File: config.mk
export PLATFORM = sky130hd
export DESIGN_NAME = pcn_ctrl
export DESIGN_NICKNAME = d
export VERILOG_FILES = /design/src/hdl/pcn_pkg.sv /design/src/hdl/pcn_ctrl.sv
export VERILOG_INCLUDE_DIRS = /design/src /design/src/hdl
export SDC_FILE = /design/constraint.sdc
export NUM_CORES = 1
export LEC_CHECK = 0
export BUFFER_PORTS_ARGS = -buffer_cell sky130_fd_sc_hd__buf_4
export CAP_MARGIN = 20
export CORE_AREA = 8 8 45 47
export CTS_BUF_LIST = sky130_fd_sc_hd__clkbuf_8
export DETAILED_ROUTE_END_ITERATION = 12
export DIE_AREA = 0 0 53 55
export GPL_TIMING_DRIVEN = 1
export PLACE_DENSITY = 0.69
export SYNTH_ARGS = -nofsm -noshare
export SYNTH_HDL_FRONTEND = slang
export SYNTH_SLANG_ARGS = --single-unit
File: constraint.sdc
create_clock -name clk -period 3.55 [get_ports clk]
set_input_delay 0.5325 -clock clk [delete_from_list [all_inputs] [get_ports clk]]
set_output_delay 0.5325 -clock clk [all_outputs]
set_load 0.1 [all_outputs]
File: src/hdl/per_channel_min_max_normalizer_assert.svh
// ----------------------------------------------------------------------------
// Assertion macros for the per-channel min/max normalizer.
// Shared helpers for concurrent checks in the RTL modules.
// ----------------------------------------------------------------------------
`ifndef PER_CHANNEL_MIN_MAX_NORMALIZER_ASSERT_SVH
`define PER_CHANNEL_MIN_MAX_NORMALIZER_ASSERT_SVH

// Implication check, disabled during reset.
`define PCN_ASSERT_IMP(label, clk, rst_n, ante, cons) \
    label: assert property (@(posedge clk) disable iff (!rst_n) (ante) |-> (cons)) \
        else $error("assertion failed");

// Next-cycle implication check, disabled during reset.
`define PCN_ASSERT_NEXT(label, clk, rst_n, ante, cons) \
    label: assert property (@(posedge clk) disable iff (!rst_n) (ante) |=> (cons)) \
        else $error("assertion failed");

`endif

File: src/hdl/pcn_pkg.sv
// ----------------------------------------------------------------------------
// pcn_pkg
// Types and constants shared by the normalizer controller and datapath.
// ----------------------------------------------------------------------------
package pcn_pkg;

    localparam int CHAN_SLOTS = 64;

    localparam logic [2:0] FUNC_FIT       = 3'd0;
    localparam logic [2:0] FUNC_TRANSFORM = 3'd1;
    localparam logic [2:0] FUNC_FIT_XFORM = 3'd2;
    localparam logic [2:0] FUNC_INVERSE   = 3'd3;
    localparam logic [2:0] FUNC_QUERY     = 3'd4;
    localparam logic [2:0] FUNC_RESET     = 3'd5;

    localparam logic [1:0] CFG_ACTIVE = 2'd0;
    localparam logic [1:0] CFG_TLOW   = 2'd1;
    localparam logic [1:0] CFG_THIGH  = 2'd2;

    typedef struct packed {
        logic load;
        logic clr_start;
        logic clr_step;
        logic rd;
        logic fit;
        logic prep;
        logic mul;
        logic div_start;
        logic div_step;
        logic finish;
    } cmd_t;

    typedef struct packed {
        logic clr_done;
        logic div_done;
    } status_t;

endpackage

File: src/hdl/pcn_ctrl.sv
// ----------------------------------------------------------------------------
// pcn_ctrl
// Sequencer: clearing pass after reset, then read, fit, prepare, multiply, divide and report.
// ----------------------------------------------------------------------------
`include "per_channel_min_max_normalizer_assert.svh"

module pcn_ctrl (
    input  logic             clk,
    input  logic             rst_n,
    input  logic             start,
    input  pcn_pkg::status_t status,
    output pcn_pkg::cmd_t    cmd,
    output logic             busy,
    output logic             done
);

    typedef enum logic [7:0] {
        S_CLEAR = 8'b0000_0001,
        S_IDLE  = 8'b0000_0010,
        S_READ  = 8'b0000_0100,
        S_FIT   = 8'b0000_1000,
        S_PREP  = 8'b0001_0000,
        S_MUL   = 8'b0010_0000,
        S_DIV   = 8'b0100_0000,
        S_DONE  = 8'b1000_0000
    } state_t;

    state_t state_reg, state_next;
    logic   first_reg;

    always_ff @(posedge clk or negedge rst_n)
    begin
        if (!rst_n)
        begin
            state_reg <= S_CLEAR;
            first_reg <= 1'b1;
        end
        else
        begin
            state_reg <= state_next;
            first_reg <= 1'b0;
        end
    end

    always_comb
    begin
        state_next = state_reg;
        cmd        = '0;
        unique case (state_reg)
            S_CLEAR:
            begin
                cmd.clr_start = first_reg;
                cmd.clr_step  = !first_reg;
                if (!first_reg && status.clr_done)
                begin
                    state_next = S_IDLE;
                end
            end
            S_IDLE:
            begin
                if (start)
                begin
                    cmd.load   = 1'b1;
                    state_next = S_READ;
                end
            end
            S_READ:
            begin
                cmd.rd     = 1'b1;
                state_next = S_FIT;
            end
            S_FIT:
            begin
                cmd.fit    = 1'b1;
                state_next = S_PREP;
            end
            S_PREP:
            begin
                cmd.prep   = 1'b1;
                state_next = S_MUL;
            end
            S_MUL:
            begin
                cmd.mul       = 1'b1;
                cmd.div_start = 1'b1;
                state_next    = S_DIV;
            end
            S_DIV:
            begin
                cmd.div_step = 1'b1;
                if (status.div_done)
                begin
                    state_next = S_DONE;
                end
            end
            S_DONE:
            begin
                cmd.finish = 1'b1;
                state_next = S_IDLE;
            end
            default:
            begin
                state_next = S_IDLE;
            end
        endcase
    end

    assign busy = (state_reg != S_IDLE);
    assign done = (state_reg == S_DONE);

    `PCN_ASSERT_NEXT(a_start_goes_busy, clk, rst_n, (state_reg == S_IDLE) && start, busy)
    `PCN_ASSERT_NEXT(a_done_one_cycle, clk, rst_n, done, !done)
    `PCN_ASSERT_IMP(a_no_cmd_when_idle, clk, rst_n, !busy, !cmd.div_step && !cmd.fit)

endmodule

Word level (Yosys, flattened, before mapping)
Index checks and enable logic that the tools add are counted.
{"block": "op_classes", "n_addsub": 0, "multipliers": 0, "div": 0, "order_cmp": 0, "eq_ne": 12, "shift": 0, "muxes": 13, "bitwise_logic": 0, "reduce_logical": 3}
{"operator": "$pmux W8 S7", "n": 1}
{"operator": "$mux W8", "n": 3}
{"operator": "$eq A8 B1 Y1 const B", "n": 1}
{"operator": "$eq A8 B2 Y1 const B", "n": 1}
{"operator": "$eq A8 B3 Y1 const B", "n": 1}
{"operator": "$eq A8 B4 Y1 const B", "n": 1}
{"operator": "$eq A8 B5 Y1 const B", "n": 1}
{"operator": "$eq A8 B6 Y1 const B", "n": 1}
{"operator": "$eq A8 B7 Y1 const B", "n": 1}
{"operator": "$eq A8 B8 Y1 const B", "n": 1}
{"operator": "$ne A8 B2 Y1 const B", "n": 1}
{"operator": "$mux W1", "n": 7}
{"operator": "$ne A2 B2 Y1 const B", "n": 3}
{"operator": "$mux W2", "n": 2}
{"operator": "$reduce_and A3 Y1", "n": 1}
{"operator": "$logic_and A1 B1 Y1", "n": 1}
{"operator": "$logic_not A1 Y1", "n": 1}
{"block": "totals", "reg_bits": 9, "latch_bits": 0, "ram_bits": 0, "romBits": 0, "in_bits": 5, "output_inout_bits": 12, "wordCells": 30, "memories": 0}

Logic depth before layout (Yosys ltp)
{"block": "logic_depth", "depth_word": 4, "mapped_depth": 4, "mapped_depth_nobuf": 4}

Worst setup path after synthesis
OpenSTA, ideal clock, no wires.
{"block": "synth_path", "kind": "register to output", "from": "register state_reg[7]", "to": "output port cmd[3] in the netlist's numbering", "arrival_time_ps": 4442, "required_ps": 3017, "slack_ps": -1425, "stages_incl_launch_ff": 4, "n_path_buf": 1, "path_cell_list": "dfrtp_1 or3_4 nor4_1 buf_4"}
{"element": "from (decl)", "line": "pcn_ctrl.sv:28", "source": "state_t state_reg, state_next;"}
{"element": "from (signal assigned)", "line": "pcn_ctrl.sv:40", "source": "state_reg <= state_next;"}
{"element": "to (decl)", "line": "pcn_ctrl.sv:12", "source": "output pcn_pkg::cmd_t cmd,"}

==> metrics.txt <==
# TYPE chip_impl_metric gauge
chip_impl_metric{name="worst-r2r-setup-slack",unit="ns"} 2.00
chip_impl_metric{name="core",unit="um2"} 1380
chip_impl_info{name="outcome",value="complete, no violations"} 1
chip_impl_metric{name="detail_route.vias_per_cell",unit=""} 4.97
chip_impl_metric{name="clock_sinks",unit=""} 9
chip_impl_metric{name="grt_pass1_wl",unit="um"} 2120
chip_impl_metric{name="grt.overflow.total",unit=""} 0
chip_impl_metric{name="final_core_util",unit="%"} 52.5
chip_impl_metric{name="place_worst_setup_slack",unit="ns"} 1.39
chip_impl_info{name="highest_layer",value="met4"} 1
chip_impl_metric{name="grt_pass1_vias",unit=""} 474
chip_impl_info{name="worstSetupPathType",value="reg2out"} 1
chip_impl_metric{name="synth_enable_flop_cells",unit=""} 0
chip_impl_metric{name="route.vias.total",unit=""} 442
chip_impl_metric{name="placement_rows",unit=""} 14
chip_impl_metric{name="final.setup_skew",unit="ns"} 0.00119
chip_impl_metric{name="grt_max_degree",unit=""} 10
chip_impl_metric{name="area_used_by_sequential_logic_in_the_layout",unit="um2"} 228
chip_impl_info{name="synth_top_flop_cell",value="dfrtp_1"} 1
chip_impl_metric{name="fp.dieW",unit="um"} 53
chip_impl_metric{name="r2r_cell_count",unit=""} 4
chip_impl_metric{name="drt_first_iter_violations",unit=""} 4
chip_impl_metric{name="postSynth.asyncResetShare",unit="%"} 100
chip_impl_metric{name="final.setup.tns",unit="ns"} 0
chip_impl_metric{name="wl_met1",unit="um"} 520
chip_impl_metric{name="cts.clk_slew.worst_paths",unit="ns"} 0.05
chip_impl_metric{name="final_worst_path_period_share",unit="%"} 67.9
chip_impl_metric{name="drcViolationCount",unit=""} 0
chip_impl_metric{name="cts_setup_buffers",unit=""} 0
chip_impl_info{name="grt_setup_unrepaired",value="no"} 1
chip_impl_metric{name="drive_above_1_share",unit="%"} 43.8
chip_impl_metric{name="synthCells",unit=""} 58
chip_impl_metric{name="synth.net_count",unit=""} 63
chip_impl_metric{name="layout.nets",unit=""} 79
chip_impl_metric{name="power.leakage",unit="nW"} 0.342
chip_impl_metric{name="cp.required",unit="ns"} 3.02
chip_impl_metric{name="ioPinCount",unit=""} 17
chip_impl_metric{name="worstPathMaxFanout",unit=""} 8
chip_impl_info{name="critical_path.reg2reg.endpoint",value="state_reg[1]$_DFFE_PN0P_"} 1
chip_impl_metric{name="cp_data_arrival_time",unit="ns"} 1.88
chip_impl_metric{name="largest_register_ff_count",unit=""} 8
chip_impl_metric{name="ys_seq_area_share",unit="%"} 40.7
chip_impl_info{name="endpoint_kind",value="output pin"} 1
chip_impl_metric{name="grt_use_total",unit="%"} 10.1
chip_impl_metric{name="grt_antenna_before_repair",unit=""} 0
chip_impl_metric{name="cts-hold-fix-buffers",unit=""} 0
chip_impl_metric{name="met3_length",unit="um"} 93
chip_impl_metric{name="number_of_iterations_in_the_first_detailed_routing_pass",unit=""} 4
chip_impl_metric{name="yosys_register_bits",unit=""} 9
chip_impl_metric{name="cts_max_path_buffers",unit=""} 2
chip_impl_metric{name="setup_viol",unit=""} 0
chip_impl_metric{name="die_h",unit="um"} 55
chip_impl_info{name="worst_setup_path_start_kind",value="register"} 1
chip_impl_metric{name="start_util",unit="%"} 40.4
chip_impl_metric{name="place.port_buffers",unit=""} 16
chip_impl_metric{name="worst_skew_pair.late_latency",unit="ns"} 0.23
chip_impl_metric{name="antenna_left",unit=""} 0
chip_impl_metric{name="final_max_slew_viol_count",unit=""} 0
chip_impl_metric{name="netlist_area",unit="um2"} 559
chip_impl_metric{name="antennaDiodeCount",unit=""} 0
chip_impl_metric{name="cts_made_buffers",unit=""} 3
chip_impl_metric{name="die_area",unit="um2"} 2920
chip_impl_metric{name="totalWireLength",unit="um"} 1210
chip_impl_metric{name="dp_hpwl",unit="um"} 915
chip_impl_metric{name="cts_resized",unit=""} 0
chip_impl_info{name="crit_end",value="cmd[8]"} 1
chip_impl_metric{name="drv.max_cap_violation_count",unit=""} 0
chip_impl_metric{name="h-tree-depth",unit=""} 1
chip_impl_metric{name="yosys_warnings",unit=""} 0
chip_impl_metric{name="area_growth_synth_to_finish",unit="%"} 30.0
chip_impl_metric{name="finalWeightedCongestion",unit=""} 0.743
chip_impl_metric{name="detail_route.wl_per_cell",unit="um"} 13.6
chip_impl_metric{name="max_freq",unit="MHz"} 415
chip_impl_metric{name="worst_slack",unit="ns"} 1.14
chip_impl_metric{name="route.met2.wl",unit="um"} 549
chip_impl_info{name="tritoncts",value="done"} 1
chip_impl_metric{name="hold_violations",unit=""} 0
chip_impl_metric{name="power_density",unit="nW/um2"} 757
chip_impl_info{name="regToRegStartpoint",value="state_reg[7]$_DFFE_PN0P_"} 1
chip_impl_info{name="cts-root-buf",value="clkbuf_8"} 1
chip_impl_metric{name="area_of_the_multi_input_gates",unit="um2"} 310
chip_impl_metric{name="syn_area_per_cell",unit="um2"} 9.64
chip_impl_info{name="hold_path_class",value="in2async"} 1
chip_impl_metric{name="min_period",unit="ns"} 2.41
chip_impl_info{name="setup.worst_path.start",value="state_reg[3]$_DFFE_PN0P_"} 1
chip_impl_metric{name="yosys.cell_types.count",unit=""} 28
chip_impl_metric{name="filler_cell_count",unit=""} 129
chip_impl_metric{name="max_ir_drop_vdd",unit="mV"} 0.599
==> worst min-delay path by stage <==
stage | startpoint | end | slack, ns | depth (start not counted)
floorplan | rst_n | state_reg[1]$_DFFE_PN0P_ | 0.24 | 0
global placement | rst_n | state_reg[7]$_DFFE_PN0P_ | 0.36 | 1
detailed placement | rst_n | state_reg[7]$_DFFE_PN0P_ | 0.36 | 1
CTS | rst_n | state_reg[7]$_DFFE_PN0P_ | 0.11 | 1
global route | rst_n | state_reg[6]$_DFFE_PN0P_ | 0.11 | 1
finish | rst_n | state_reg[6]$_DFFE_PN0P_ | 0.11 | 1
==> Yosys cell counts (2+ instances only) <==
library cell | number | area share, %
and3_1 | 2 | 2.2
buf_4 | 5 | 6.7
dfrtp_1 | 7 | 31
dfstp_2 | 2 | 9.4
nand2_1 | 4 | 2.7
nor2_1 | 8 | 5.4
nor3_1 | 2 | 1.8
nor3b_1 | 4 | 5.4
o21ai_0 | 3 | 2.7
or2b_2 | 2 | 3.1
or3_4 | 2 | 4.0
==> routing by layer <==
metal	up-vias	GRT usage [%]
met3	5	3.48
met1	193	11.3
met5	-	0
met4	0	7.76
li1	228	-
met2	16	15.6
==> where the power goes <==
| part | total, W | internal [W] | leakage [nW] | switching, W |
|---|---|---|---|---|
| Sequential | 0.000140 | 0.000117 | 0.114 | 0.0000221 |
| Clock | 0.000118 | 0.0000755 | 0.0269 | 0.0000428 |
| Combinational | 0.000292 | 0.0000878 | 0.201 | 0.000204 |
==> cell type report <==
cell class | instances | area share, %
Clock buffer | 3 | 5.68
Clock inverter | 1 | 0.516
Inverter | 1 | 0.516
Multi-Input combinational cell | 43 | 42.7
Sequential cell | 9 | 31.3
Tap cell | 16 | 2.75
Timing Repair Buffer | 16 | 16.5
==> worst max-delay path, cell delays in order (launching register included) <==
cell and delay, ns:
dfrtp_1 0.43, or2_2 0.39, nor3b_4 0.29, nand2_1 0.12, nor2_1 0.10, buf_4 0.29
==> through the flow <==
stage                     cell area, um2  cells  total power [W]  hold WS (ns)
final                                727     89         0.000550         0.112
after global routing                 727     89         0.000585         0.112
after CTS                            727     89         0.000558         0.110
after detailed placement             682     85         0.000433         0.364
after global placement               682     85         0.000432         0.364
after floorplan                      579     58         0.000384         0.237
==> placed cells by master, fill, tap and decap left out, drive strengths merged <==
cell,count
buf,16
nor2,8
dfrtp,7
nor3b,5
nand2,4
o21ai,3
clkbuf,3
or2b,3
nor3,2
or3,2
and3,2
inv,2
dfstp,2
and4,2
or2,1
nor4,1
nor2b,1
and2b,1
and2,1
a22o,1
xor2,1
o2bb2ai,1
a2111oi,1
a21oi,1
nor4b,1
conb,1
==> cells by family (layout without fill, tap and decap cells) <==
logic type | Yosys count | after routing | share of synthesized area (%)
simple gates | 34 | 34 | 40.3
flops | 9 | 9 | 40.7
compound gates | 7 | 7 | 9.39
buf+inv | 6 | 21 | 7.38
other cells | 1 | 1 | 0.670
xor+xnor | 1 | 1 | 1.57
Note: power is estimated with default switching activity, not from simulation.
